## config.mk

```make
export PLATFORM = sky130hd
export DESIGN_NAME = circular_list_insert_delete
export DESIGN_NICKNAME = d
export VERILOG_FILES = /design/src/rtl/clil_pkg.sv /design/src/rtl/clil_cell.sv /design/src/rtl/clil_mod.sv /design/src/rtl/circular_list_insert_delete.sv
export SDC_FILE = /design/constraint.sdc
export NUM_CORES = 1
export LEC_CHECK = 0
export BUFFER_PORTS_ARGS = -buffer_cell sky130_fd_sc_hd__buf_2
export CORE_MARGIN = 5
export CORE_UTILIZATION = 55
export CTS_CLUSTER_DIAMETER = 50
export DETAILED_ROUTE_END_ITERATION = 6
export PLACE_DENSITY = 0.72
export RECOVER_POWER = 100
export REMOVE_ABC_BUFFERS = 1
export SYNTH_ARGS = -nofsm -noshare
export SYNTH_HDL_FRONTEND = slang
export SYNTH_SLANG_ARGS = --single-unit
```

## constraint.sdc

```tcl
create_clock -name clk -period 6.8 [get_ports clk]
set_clock_uncertainty 0.2 [all_clocks]
set_input_delay 0.68 -clock clk [delete_from_list [all_inputs] [get_ports clk]]
set_output_delay 0.68 -clock clk [all_outputs]
set_load 0.01 [all_outputs]
```

## src/rtl/clil_pkg.sv

```systemverilog
// Shared types and constants for the circular list block.
package clil_pkg;

  localparam int MAX_ENTRIES_DEF = 16;
  localparam int POS_W           = 8;
  localparam int VAL_W           = 32;

  typedef enum logic [1:0] {
    OP_INSERT = 2'd0,
    OP_DELETE = 2'd1,
    OP_READ   = 2'd2,
    OP_NOP    = 2'd3
  } opcode_t;

  typedef enum logic [1:0] {
    ST_OK        = 2'd0,
    ST_NOT_FOUND = 2'd1,
    ST_EMPTY     = 2'd2,
    ST_FULL      = 2'd3
  } status_t;

  // What every cell of the row does in a cycle
  typedef enum logic [1:0] {
    CELL_HOLD = 2'd0,
    CELL_ROT  = 2'd1,
    CELL_DROP = 2'd2,
    CELL_APP  = 2'd3
  } cell_op_t;

  typedef struct packed {
    cell_op_t op;
    logic     at_tail;
    logic     at_fill;
  } cell_ctl_t;

  typedef struct packed {
    opcode_t                  opcode;
    logic [POS_W-1:0]         position;
    logic signed [VAL_W-1:0]  value;
  } in_beat_t;

  typedef struct packed {
    status_t                  status;
    logic signed [VAL_W-1:0]  entry_value;
    logic                     last;
  } out_beat_t;

endpackage

```

## src/rtl/clil_cell.sv

```systemverilog
// One entry of the list row: holds, or takes its right neighbour, the head, or a new value.
module clil_cell (
  input  logic                             clk,
  input  clil_pkg::cell_ctl_t              ctl,
  input  logic signed [clil_pkg::VAL_W-1:0] head_i,
  input  logic signed [clil_pkg::VAL_W-1:0] right_i,
  input  logic signed [clil_pkg::VAL_W-1:0] load_i,
  output logic signed [clil_pkg::VAL_W-1:0] q_o
);
  import clil_pkg::*;

  logic signed [VAL_W-1:0] q_r;
  logic signed [VAL_W-1:0] q_nxt;

  always_comb begin
    q_nxt = q_r;
    case (ctl.op)
      CELL_ROT:  q_nxt = ctl.at_tail ? head_i : right_i;  // tail wraps to the head
      CELL_DROP: q_nxt = right_i;
      CELL_APP:  if (ctl.at_fill) q_nxt = load_i;
      default:   q_nxt = q_r;
    endcase
  end

  always_ff @(posedge clk) begin
    q_r <= q_nxt;
  end

  assign q_o = q_r;

endmodule

```

## src/rtl/clil_mod.sv

```systemverilog
// Bit-serial remainder of the insert position by the entry count.
module clil_mod #(
  parameter int DIV_W = 5
) (
  input  logic                       clk,
  input  logic                       rst_n,
  input  logic                       start,
  input  logic [clil_pkg::POS_W-1:0] dividend,
  input  logic [DIV_W-1:0]           divisor,
  output logic                       done,
  output logic [clil_pkg::POS_W-1:0] rem
);
  import clil_pkg::*;

  localparam int BIT_W   = $clog2(POS_W);
  localparam int TRIAL_W = POS_W + 1;

  logic              busy_r;
  logic              done_r;
  logic [BIT_W-1:0]  bit_r;
  logic [POS_W-1:0]  num_r;
  logic [POS_W-1:0]  rem_r;
  logic [DIV_W-1:0]  div_r;

  logic [TRIAL_W-1:0] trial;
  logic [TRIAL_W-1:0] dv;
  logic [TRIAL_W-1:0] diff;
  logic [POS_W-1:0]   rem_nxt;

  always_comb begin
    trial   = {rem_r, num_r[POS_W-1]};
    dv      = TRIAL_W'(div_r);
    diff    = trial - dv;
    rem_nxt = (trial >= dv) ? diff[POS_W-1:0] : trial[POS_W-1:0];
  end

  always_ff @(posedge clk) begin
    if (!rst_n) begin
      busy_r <= 1'b0;
      done_r <= 1'b0;
    end else begin
      done_r <= 1'b0;
      if (start) begin
        busy_r <= 1'b1;
        bit_r  <= BIT_W'(POS_W - 1);
        num_r  <= dividend;
        rem_r  <= '0;
        div_r  <= divisor;
      end else if (busy_r) begin
        rem_r <= rem_nxt;
        num_r <= {num_r[POS_W-2:0], 1'b0};
        bit_r <= bit_r - BIT_W'(1);
        if (bit_r == '0) begin
          busy_r <= 1'b0;
          done_r <= 1'b1;
        end
      end
    end
  end

  assign done = done_r;
  assign rem  = rem_r;

endmodule

```

## src/rtl/circular_list_insert_delete.sv

```systemverilog
// Steps: an insert takes pos mod n from the bit-serial remainder unit, rotates the ring by it,
// appends at the tail and rotates the rest of the ring; a delete walks the ring once; a read
// streams n beats, one a cycle while out_ready holds. One operation at a time: deletes and reads
// walk the cell ring and inserts rotate it, one rotation a cycle (a read stalls while out_ready is low).
// Reset (rst_n low, synchronous) empties the list and the output stage; entries need no clearing.
module circular_list_insert_delete #(
  parameter int MAX_ENTRIES = clil_pkg::MAX_ENTRIES_DEF
) (
  input  logic                clk,
  input  logic                rst_n,
  input  logic                in_valid,
  output logic                in_ready,
  input  clil_pkg::in_beat_t  in_data,
  output logic                out_valid,
  input  logic                out_ready,
  output clil_pkg::out_beat_t out_data
);
  import clil_pkg::*;

  localparam int CW = $clog2(MAX_ENTRIES + 1);

  typedef enum logic [7:0] {
    S_IDLE = 8'b0000_0001,
    S_MOD  = 8'b0000_0010,
    S_PRE  = 8'b0000_0100,
    S_APP  = 8'b0000_1000,
    S_POST = 8'b0001_0000,
    S_DEL  = 8'b0010_0000,
    S_READ = 8'b0100_0000,
    S_RESP = 8'b1000_0000
  } state_t;

  state_t                  state_r, state_nxt;
  logic [CW-1:0]           len_r, len_nxt;
  logic [CW-1:0]           cnt_r, cnt_nxt;
  logic [CW-1:0]           post_r, post_nxt;
  logic signed [VAL_W-1:0] val_r, val_nxt;
  logic                    found_r, found_nxt;
  status_t                 status_r, status_nxt;
  logic                    out_valid_r, out_valid_nxt;
  out_beat_t               out_data_r, out_data_nxt;

  cell_op_t                cell_op;
  logic                    mod_start;
  logic                    mod_done;
  logic [POS_W-1:0]        mod_rem;
  logic                    ofree;
  logic                    hit;

  logic signed [VAL_W-1:0] cell_q [MAX_ENTRIES];
  cell_ctl_t               cell_ctl [MAX_ENTRIES];

  clil_mod #(
    .DIV_W (CW)
  ) u_mod (
    .clk      (clk),
    .rst_n    (rst_n),
    .start    (mod_start),
    .dividend (in_data.position),
    .divisor  (len_r),
    .done     (mod_done),
    .rem      (mod_rem)
  );

  for (genvar i = 0; i < MAX_ENTRIES; i++) begin : g_cell
    logic signed [VAL_W-1:0] right;

    always_comb begin
      cell_ctl[i].op      = cell_op;
      cell_ctl[i].at_tail = (CW'(i) == (len_r - CW'(1)));
      cell_ctl[i].at_fill = (CW'(i) == len_r);
    end

    if (i == MAX_ENTRIES - 1) begin : g_end
      assign right = cell_q[i];
    end else begin : g_mid
      assign right = cell_q[i+1];
    end

    clil_cell u_cell (
      .clk     (clk),
      .ctl     (cell_ctl[i]),
      .head_i  (cell_q[0]),
      .right_i (right),
      .load_i  (val_r),
      .q_o     (cell_q[i])
    );
  end

  assign ofree = !out_valid_r || out_ready;
  assign hit   = (cell_q[0] == val_r);

  always_comb begin
    state_nxt     = state_r;
    len_nxt       = len_r;
    cnt_nxt       = cnt_r;
    post_nxt      = post_r;
    val_nxt       = val_r;
    found_nxt     = found_r;
    status_nxt    = status_r;
    out_valid_nxt = out_valid_r && !out_ready;
    out_data_nxt  = out_data_r;
    cell_op       = CELL_HOLD;
    mod_start     = 1'b0;

    unique case (state_r)
      S_IDLE: begin
        if (in_valid) begin
          val_nxt = in_data.value;
          case (in_data.opcode)
            OP_INSERT: begin
              status_nxt = ST_OK;
              if (len_r == CW'(MAX_ENTRIES)) begin
                status_nxt = ST_FULL;
                state_nxt  = S_RESP;
              end else if (len_r == '0) begin
                post_nxt  = '0;
                state_nxt = S_APP;
              end else if (in_data.position == '0) begin
                // new head: append at the tail, then rotate by the old entry count so it comes round to the head
                post_nxt  = len_r;
                state_nxt = S_APP;
              end else begin
                mod_start = 1'b1;
                state_nxt = S_MOD;
              end
            end
            OP_DELETE: begin
              if (len_r == '0) begin
                status_nxt = ST_EMPTY;
                state_nxt  = S_RESP;
              end else begin
                cnt_nxt   = len_r;
                found_nxt = 1'b0;
                state_nxt = S_DEL;
              end
            end
            OP_READ: begin
              if (len_r == '0) begin
                status_nxt = ST_EMPTY;
                state_nxt  = S_RESP;
              end else begin
                cnt_nxt   = len_r;
                state_nxt = S_READ;
              end
            end
            default: state_nxt = S_IDLE;
          endcase
        end
      end
      S_MOD: begin
        if (mod_done) begin
          if (mod_rem == '0) begin
            post_nxt  = '0;
            state_nxt = S_APP;
          end else begin
            cnt_nxt   = CW'(mod_rem);
            post_nxt  = len_r - CW'(mod_rem);
            state_nxt = S_PRE;
          end
        end
      end
      S_PRE: begin
        cell_op = CELL_ROT;
        cnt_nxt = cnt_r - CW'(1);
        if (cnt_r == CW'(1)) state_nxt = S_APP;
      end
      S_APP: begin
        cell_op = CELL_APP;
        len_nxt = len_r + CW'(1);
        if (post_r == '0) begin
          state_nxt = S_RESP;
        end else begin
          cnt_nxt   = post_r;
          state_nxt = S_POST;
        end
      end
      S_POST: begin
        cell_op = CELL_ROT;
        cnt_nxt = cnt_r - CW'(1);
        if (cnt_r == CW'(1)) state_nxt = S_RESP;
      end
      S_DEL: begin
        // first match leaves the ring; all others go round to the tail
        if (!found_r && hit) begin
          cell_op   = CELL_DROP;
          len_nxt   = len_r - CW'(1);
          found_nxt = 1'b1;
        end else begin
          cell_op = CELL_ROT;
        end
        cnt_nxt = cnt_r - CW'(1);
        if (cnt_r == CW'(1)) begin
          status_nxt = (found_r || hit) ? ST_OK : ST_NOT_FOUND;
          state_nxt  = S_RESP;
        end
      end
      S_READ: begin
        if (ofree) begin
          out_valid_nxt            = 1'b1;
          out_data_nxt.status      = ST_OK;
          out_data_nxt.entry_value = cell_q[0];
          out_data_nxt.last        = (cnt_r == CW'(1));
          cell_op                  = CELL_ROT;
          cnt_nxt                  = cnt_r - CW'(1);
          if (cnt_r == CW'(1)) state_nxt = S_IDLE;
        end
      end
      S_RESP: begin
        if (ofree) begin
          out_valid_nxt            = 1'b1;
          out_data_nxt.status      = status_r;
          out_data_nxt.entry_value = '0;
          out_data_nxt.last        = 1'b1;
          state_nxt                = S_IDLE;
        end
      end
      default: state_nxt = S_IDLE;
    endcase
  end

  always_ff @(posedge clk) begin
    if (!rst_n) begin
      state_r     <= S_IDLE;
      len_r       <= '0;
      out_valid_r <= 1'b0;
    end else begin
      state_r     <= state_nxt;
      len_r       <= len_nxt;
      out_valid_r <= out_valid_nxt;
    end
  end

  always_ff @(posedge clk) begin
    cnt_r      <= cnt_nxt;
    post_r     <= post_nxt;
    val_r      <= val_nxt;
    found_r    <= found_nxt;
    status_r   <= status_nxt;
    out_data_r <= out_data_nxt;
  end

  assign in_ready  = (state_r == S_IDLE);
  assign out_valid = out_valid_r;
  assign out_data  = out_data_r;

endmodule

```

* Word level (Yosys, flattened, before mapping)
Index checks and enable logic that the tools add are counted.
Word-level totals: bits in registers 632, bits in latches 0, RAM bits 0, ROM bits 0, input port bits 46, memories 0
Operators by class: add/sub/neg operators 6, multiply operators 0, div/mod/pow operators 0, order comparisons 1, equality and inequality tests 83, shifts and indexed selects 0, mux-type cells 117, bitwise logic cells 2, reduce and logical (&&, ||, !) cells 54
Operators with widths (count):
- 32-bit case mux with 3 select lines | 15
- 32-bit 2-to-1 mux | 32
- 8-bit 2-to-1 mux | 15
- 4-bit by 5-bit == test with 1-bit output (first input constant) | 16
- 5-bit 2-to-1 mux | 15
- 35-bit 2-to-1 mux | 2
- 35-bit case mux with 2 select lines | 1
- 32-bit case mux with 2 select lines | 1
- 2-bit != test (second input constant) | 29
- 8-bit case mux with 7 select lines | 1
- 3-bit by 5-bit == test with 1-bit output (first input constant) | 8
- 2-bit AND reduction | 18
- 32-bit == test | 1
- 5-bit case mux with 5 select lines | 1
- 8-bit case mux with 3 select lines | 1
- 2-bit by 5-bit == test with 1-bit output (first input constant) | 4
- 5-bit case mux with 2 select lines | 2
- 1-bit 2-to-1 mux | 18
- 8-bit logical NOT | 2
- 5-bit logical NOT | 3
- 4-bit 2-to-1 mux | 3
- 2-bit nonzero test | 6
- 1-bit by 5-bit == test with 1-bit output (first input constant) | 2
- 2-bit 2-to-1 mux | 5
- other kinds (40) | 62

* Logic depth before layout (Yosys ltp)
Gate-level depths: netlist of the first run.
depth in word-level cells 9, depth in mapped cells 10, gate-level depth less buffers 9

* By module
A second synthesis of the first run with hierarchy kept.
Second synthesis, totals: cell total of the unflattened synthesis 3552, area, all modules 45677.6 sq um
By module, submodules not included:
- clil_cell | times used 16, cells each 186, area an instance 2451.1 sq um, seq. area each 960.9 sq um
- circular_list_insert_delete | times used 1, cells each 472, area an instance 5111.2 sq um, seq. area each 2682.6 sq um
- clil_mod | times used 1, cells each 104, area an instance 1348.8 sq um, seq. area each 760.7 sq um

* Worst setup path before layout of the first run
Ideal clock, no wire load.
path kind reg2reg, from reg state_r[5], to reg g_cell[10].u_cell.q_r[0], enable pin, library setup time 0.466 ns, arrival time 4.151 ns, required time 6.134 ns, setup slack 1.984 ns, cell stages (with the launch flop) 8, path buffers 3, clock period less this slack 4.816 ns, cells stage by stage dfxtp_1 -> nor4_2 -> and3_1 -> clkbuf_1 -> clkbuf_1 -> clkbuf_1 -> nand3_1 -> o21ai_0
Between the ends: cells in the longest elaborated chain, start to end 6, elaborated cells between the ends (all ways) 13, those cells by class eq/ne: 9; mux: 1; reduce/logical: 3
Ends and longest elaborated chain:
- start: declaration | RTL line circular_list_insert_delete.sv:33 | state_t state_r, state_nxt;
- start signal: assignment | RTL line circular_list_insert_delete.sv:228 | state_r <= state_nxt;
- 8-bit by 5-bit == test with 1-bit output / 8-bit by 3-bit == test with 1-bit output (equally long branches) | RTL line circular_list_insert_delete.sv:106 | unique case (state_r)
- 2-bit OR reduction (no line)
- 2-bit case mux with 4 select lines (*) | RTL line circular_list_insert_delete.sv:106
- 2-bit == test, or another cell as far along | RTL line clil_cell.sv:17 | case (ctl.op)
- 2-bit != test (no line) / 3-bit nonzero test (equally long branches)
- 2-bit AND reduction (no line) (*)
- end signal: assignment | RTL line clil_cell.sv:26 | q_r <= q_nxt;
- end: declaration | RTL line clil_cell.sv:12 | logic signed [VAL_W-1:0] q_r;
Every way passes the cells marked *; elsewhere a longest branch is shown, timed or not. A chain may end at the register's enable or synchronous reset.

* Final worst setup path of the first run
from reg g_cell[0].u_cell.q_r[16], to reg g_cell[8].u_cell.q_r[14], data pin
Between the ends: cells in the longest elaborated chain, start to end 6, elaborated cells between the ends (all ways) 8, those cells by class eq/ne: 4; mux: 3; reduce/logical: 1
Ends and longest elaborated chain:
- start: declaration | RTL line clil_cell.sv:12
- start signal: assignment | RTL line clil_cell.sv:26
- 32-bit == test (*) | RTL line circular_list_insert_delete.sv:91 | assign hit = (cell_q[0] == val_r);
- 1-bit logical AND (*) | RTL line circular_list_insert_delete.sv:185 | if (!found_r && hit) begin
- 2-bit 2-to-1 mux (*) | RTL line circular_list_insert_delete.sv:185
- 2-bit case mux with 4 select lines (*) | RTL line circular_list_insert_delete.sv:106
- 2-bit == test, or another cell as far along | RTL line clil_cell.sv:17
- 32-bit case mux with 3 select lines (*) | RTL line clil_cell.sv:17
- via g_cell[8].u_cell.q_nxt[14] | RTL line clil_cell.sv:13 | logic signed [VAL_W-1:0] q_nxt;
- end signal: assignment | RTL line clil_cell.sv:26
- end: declaration | RTL line clil_cell.sv:12
The timed path passes the listed nets; every way through them passes the cells marked *.

==> impl_metrics.ini, run 1 <==
[final_layout]
ff_latch_area_um2 = 18800
post_route_cells_drive_above_1_share = 0.0916
num-fill-cells = 3838
design_area_um2 = 31600
area_growth_syn_to_layout_pct = 11.1
nNetsFinal = 2139
multi_input_area_um2 = 8700
n_antenna_cell = 0

[cts]
clk_latency_ns = 0.62
htreeDepth = 3
post_cts.repair.setup_buffers = 0
root_buffer = clkbuf_16
cts_made_buffers = 73
postCtsHoldBufs = 0
cts_buffer_depth = 3
clkTransAtPathRegs_ns = 0.06
cts_tree = done
cts_resized = 0
clkSinkCount = 632

[sta]
fin_tns_setup_ns = 0
rsz0062_at_grt = false
hold_viol = 0
max_freq_ghz = 0.170
slew_viol_final = 512
worstMarginPinSlew_ns = 2.90
final-setup-viol-count = 0
fin_crit_ns = 5.88
timing.final.crit_share = 0.865
relSlewSlack = -0.933

[yosys]
yosys-top-cells-area = edfxtp_1 65%, a221o_1 15%, nand2_1 3.0%
yosys.area.top_type = edfxtp_1
yosysSeqAreaShare = 0.662
synth_warnings = 0
ys_types = 63
synth_cells = 2060
syn_avg_cell_area_um2 = 13.8
synth.cell_area_um2 = 28400
yosysTopAreaCellShare = 0.651
async_flop_share = 0
ys_top_cells_by_count = 616 x edfxtp_1, 418 x a221o_1, 229 x nand2_1, 121 x clkbuf_1, 101 x and2_1
yosysMostFrequentCell = edfxtp_1
synth_edf_count = 616
synth_seq_cells = 632
synth_flop_cell = edfxtp_1

[critical_path]
reg2reg_depth = 8
path_class = reg2reg
slowest_delay_ns = 1.19
r2r_slack_ns = 0.92
critPathRequiredTime_ns = 6.94
cpMostUsedCell = nor3_1
endpoint_kind = flop
rr_endpoint = g_cell[8].u_cell.q_o[14]
startpoint_type = flop
timing.rr.start = g_cell[0].u_cell.q_o[16]
path_max_fanout = 39
crit_arrival_ns = 6.02
cpMaxStageDelayCell = nor3_1
path_cells = xor2_1 -> nor4_1 -> nand4_1 -> nor3_1 -> buf_4 -> nor3_1 -> clkbuf_1 -> a221o_1

[route]
avgViaCountPerCell = 7.33
antenna_left = 0
dr.pass1.iters = 6
drc_errors = 0
drt-total-wl_um = 87500
vias = 20500
drtIter0Drc = 3391
wl_per_cell_um = 31.3

[hold_path]
whs_path_depth = 1
hp-class = in2reg
worstHoldStart = in_data[17]
hold_end = val_r[17]

[flow_run]
maxCapViolations = 20

[floorplanning]
initial_core_util = 0.555
core_area_um2 = 51200
ios = 83
die_area_um2 = 56300
die_h_um = 237
row_count = 83
fp.dieW_um = 237

[grt]
overflow = 0
grt_max_degree = 84
grt_pass1_wl_um = 129000
track_usage = 0.300
grt_pass1_vias = 20100
antenna_found_initial = 0

[placement]
place_congestion = 0.849
placed_area_um2 = 29500
hpwlAfterDp_um = 49100
port-buffer-count = 82

[power]
max-vdd-ir-drop_mv = 0.211
p_total_mw = 9.10
powerDensity_nw_per_um2 = 288
p_leak_nw = 10.8

[outcome]
violations = capacitance limit, slew limit
status = complete, but fails checks
## placed cells by master, fill, tap and decap left out, types with 6 or more instances in the layout
master,Yosys,layout
inv_1,31,31
dfxtp_1,16,16
and2_1,101,72
nand3_1,22,21
clkinv_1,1,12
nor2_1,91,89
clkbuf_16,0,77
and2_0,1,30
mux2i_1,6,6
o21ai_1,1,8
o21ai_0,71,62
buf_2,50,40
clkinv_2,0,7
nor3_1,13,10
buf_4,1,32
a21boi_0,7,7
bufinv_16,0,7
and3_1,7,7
a21oi_1,8,8
a221o_1,418,418
ha_1,24,24
clkbuf_1,121,73
nand4_1,9,9
edfxtp_1,616,616
nor4_1,11,13
nor2b_1,13,13
nand2_1,229,229
nand2b_1,9,9
o311ai_0,31,31
xor2_1,39,39
## routing by layer
metal  vias up  share of wire  track usage  routed length [um]
li1       8399              -            -                   -
met1     10100           0.37        0.419               32500
met2      1757           0.45        0.458               39200
met3       269           0.14       0.0760               12200
met4         0          0.040        0.116                3480
met5         -              0            0                   0
## worst max-delay path: cells and delay by family, from the launching register on
kind                   cells  cell delay (ns)
flip-flops                 1             0.44
buffers and inverters      2             1.26
AND/OR/NAND/NOR            4             2.89
XOR/XNOR                   1             0.19
AO/OA/AOI/OAI              1             0.60
## layout make-up
class / count / share of cell area
sequential: 632 / 0.596
clock buffer: 92 / 0.0635
multi-input combinational: 1192 / 0.276
timing repair buffer: 136 / 0.0217
tap: 680 / 0.0270
inverter: 32 / 0.00381
clock inverter: 35 / 0.0120
## worst max-delay path by stage
| stage | to | depth (start not counted) | slack (ns) | start |
|---|---|---|---|---|
| 5_1_grt | g_cell[7].u_cell.q_o[14] | 7 | 0.81 | state_r[5] |
| 4_1_cts | g_cell[4].u_cell.q_o[29] | 7 | 1.86 | g_cell[0].u_cell.q_o[16] |
| 3_3_place_gp | g_cell[4].u_cell.q_o[29] | 7 | 1.89 | g_cell[0].u_cell.q_o[16] |
| 3_5_place_dp | g_cell[4].u_cell.q_o[29] | 7 | 1.87 | g_cell[0].u_cell.q_o[16] |
| 6_report | g_cell[8].u_cell.q_o[14] | 8 | 0.92 | g_cell[0].u_cell.q_o[16] |
| 2_1_floorplan | g_cell[1].u_cell.q_o[0] | 4 | 0.25 | state_r[5] |
## per-stage QoR
step	setup slack, ns	cells	util	hold WS, ns
5_1_grt	0.808	2799	0.616	0.0255
3_3_place_gp	1.89	2672	0.576	0.284
2_1_floorplan	0.251	1856	-	0.249
3_5_place_dp	1.87	2672	0.576	0.284
6_report	0.918	2799	0.616	0.0341
4_1_cts	1.86	2799	0.623	0.0120
## power breakdown
part | internal [mW] | total (mW) | switching [mW]
logic | 0.182 | 0.642 | 0.460
clock network | 2.36 | 3.96 | 1.61
registers | 4.42 | 4.49 | 0.0717
total | 6.96 | 9.10 | 2.14
## state kept, by name, indices dropped and copies added (netlist names), 8 cells and up
signal,flops
g_cell.u_cell.q_o,512
out_data,35
state_r,8
u_mod.num_r,8
u_mod.rem,8
val_r,32
## kinds of logic (layout without fill, tap and decap cells)
family / after synthesis / in the layout / synth area share
DFF: 632 / 632 / 0.662
AOI/OAI and AO/OA: 581 / 581 / 0.185
and+or+nand+nor: 534 / 534 / 0.0904
buffers and inverters: 236 / 295 / 0.0338
xor gates and xnor gates: 44 / 44 / 0.0136
adders and majority gates: 26 / 26 / 0.0120
muxes: 7 / 7 / 0.00251
(Power assumes the default switching activity.)
==> inputs of run 2 (changes only) <==
--- a/config.mk
+++ b/config.mk
@@ -6,11 +6,12 @@
 export NUM_CORES = 1
 export LEC_CHECK = 0
 export BUFFER_PORTS_ARGS = -buffer_cell sky130_fd_sc_hd__buf_2
-export CORE_MARGIN = 5
-export CORE_UTILIZATION = 55
+export CELL_PAD_IN_SITES_DETAIL_PLACEMENT = 1
+export CELL_PAD_IN_SITES_GLOBAL_PLACEMENT = 2
+export CORE_UTILIZATION = 45
 export CTS_CLUSTER_DIAMETER = 50
 export DETAILED_ROUTE_END_ITERATION = 6
-export PLACE_DENSITY = 0.72
+export PLACE_DENSITY_LB_ADDON = 0.1
 export RECOVER_POWER = 100
 export REMOVE_ABC_BUFFERS = 1
 export SYNTH_ARGS = -nofsm -noshare
==> constraint.sdc (replaced) <==
create_clock -name clk -period 6.8 [get_ports clk]
set_clock_uncertainty 0.2 [all_clocks]
set_input_delay 0.68 -clock clk [delete_from_list [all_inputs] [get_ports clk]]
set_output_delay 0.68 -clock clk [all_outputs]
set_load 0.1 [all_outputs]
==> run 2 against run 1 <==
  * Critical endpoint is now g_cell[2].u_cell.q_o[30]
  * Die area grew 14%
  * Largest cell class unchanged
  * Worst setup slack gained 0.25 ns
  * Non-clock buffer count is the same
  * The flow still finishes with violations (capacitance limit, slew limit)
  * Sequential power is essentially flat
==> impl_metrics.ini, run 2 (same netlist as run 1, synthesis figures left out) <==
[route]
drtIter0Drc = 2635
antenna_left = 0
wl_per_cell_um = 33.5
vias = 20400
dr.pass1.iters = 5
avgViaCountPerCell = 6.87
drt-total-wl_um = 99700
drc_errors = 0

[sta]
slew_viol_final = 165
fin_crit_ns = 5.63
relSlewSlack = -0.582
max_freq_ghz = 0.178
rsz0062_at_grt = false
fin_tns_setup_ns = 0
timing.final.ws_setup_ns = 1.17
worstMarginPinSlew_ns = 2.37
timing.final.crit_share = 0.828
final-setup-viol-count = 0
timing.hold.ws_ns = 0.0286
hold_viol = 0

[placement]
dp_cells = 2829
preCtsSetupSlack_ns = 2.05
port-buffer-count = 82
hpwlAfterDp_um = 57100
place_congestion = 0.830
placed_area_um2 = 29700

[floorplanning]
die_h_um = 253
row_count = 91
ios = 83
fp.dieW_um = 253
die_area_um2 = 64100
initial_core_util = 0.458
core_area_um2 = 62100

[cts]
cts_tree = done
cts_buffer_depth = 3
postCtsHoldBufs = 0
post_cts.repair.setup_buffers = 0
cts_made_buffers = 83
clk_latency_ns = 0.63
htreeDepth = 3
cts_resized = 0
root_buffer = clkbuf_16
clkSinkCount = 632
clkTransAtPathRegs_ns = 0.06

[grt]
antenna_found_initial = 0
grt_pass1_wl_um = 145000
track_usage = 0.312
grt_pass1_vias = 20900
overflow = 0
grt_max_degree = 78

[critical_path]
path_delay_family = simple AND/OR/NAND/NOR gates
endpoint_kind = flop
path_cells = nor4_1 -> nand4_4 -> or2_0 -> nor3_1 -> clkbuf_1 -> nor3_4 -> clkbuf_2 -> a221o_1
startpoint_type = flop
path_max_fanout = 24
critPathRequiredTime_ns = 6.94
crit_arrival_ns = 5.78
slowest_delay_ns = 1.20
path_class = reg2reg
cp_num_buf_inv = 2
cpMaxStageDelayCell = nor4_1

[outcome]
status = complete, but fails checks
violations = capacitance limit, slew limit

[power]
powerDensity_nw_per_um2 = 300
p_leak_nw = 11.1
max-vdd-ir-drop_mv = 0.209
p_total_mw = 9.67

[final_layout]
nNetsFinal = 2149
layout_common_cells = 616 x edfxtp_1, 418 x a221o_1, 228 x nand2_1
multi_input_area_um2 = 8840
final_common_cell = edfxtp_1
area_growth_syn_to_layout_pct = 13.6
n_antenna_cell = 0
post_route_cells_drive_above_1_share = 0.112
ff_latch_area_um2 = 18800
design_area_um2 = 32300
post-route-util = 0.520
fin_cells = 2974
largest_register_ffs = 512
num-fill-cells = 6044

[flow_run]
maxCapViolations = 8

[hold_path]
hp-class = in2reg
run 2: cell count changes in the layout (fill, tap and decap cells not counted), sizes merged:
cell / change
buf: +3
bufinv: +2
clkbuf: -1
clkinv: +11
clkinvlp: +1
inv: +2
run 2: layout make-up:
type / instances / share of cell area
repair buffers: 136 / 0.0221
clock buffers: 94 / 0.0676
inverters: 32 / 0.00372
clock inverters: 51 / 0.0167
well taps: 837 / 0.0325
flip-flops and latches: 632 / 0.583
multi-input cells: 1192 / 0.274
run 2: power breakdown:
group / internal (mW) / total (mW) / switching (mW) / leakage (nW)
Sequential: 4.42 / 4.49 / 0.0731 / 5.70
Combinational: 0.188 / 0.758 / 0.570 / 4.04
Clock: 2.65 / 4.42 / 1.76 / 1.33
run 2: metal layers:
metal,track usage,wire length [um],vias to the layer above
met4,0.0971,3260,0
met2,0.487,45200,1181
li1,-,-,8404
met5,0,0,-
met1,0.443,42100,10600
met3,0.0551,9220,210
run 2: final timing paths:
kind | cells past startpoint | slack (ns) | end | start
worst max-delay path | 8 | 1.17 | g_cell[2].u_cell.q_o[30] | state_r[0]
worst min-delay path | 1 | 0.03 | val_r[19] | in_data[19]
worst max register to register | 8 | 1.17 | g_cell[2].u_cell.q_o[30] | state_r[0]
worst min register to register | 2 | 0.28 | u_mod.done | u_mod.busy_r
run 2: worst reg2reg max path: cells and delay by family (launching register included):
| kind | cells | cell delay, ns |
|---|---|---|
| flip-flops | 1 | 0.33 |
| AO/OA/AOI/OAI | 1 | 0.62 |
| AND/OR/NAND/NOR | 5 | 2.56 |
| buffers and inverters | 2 | 1.66 |
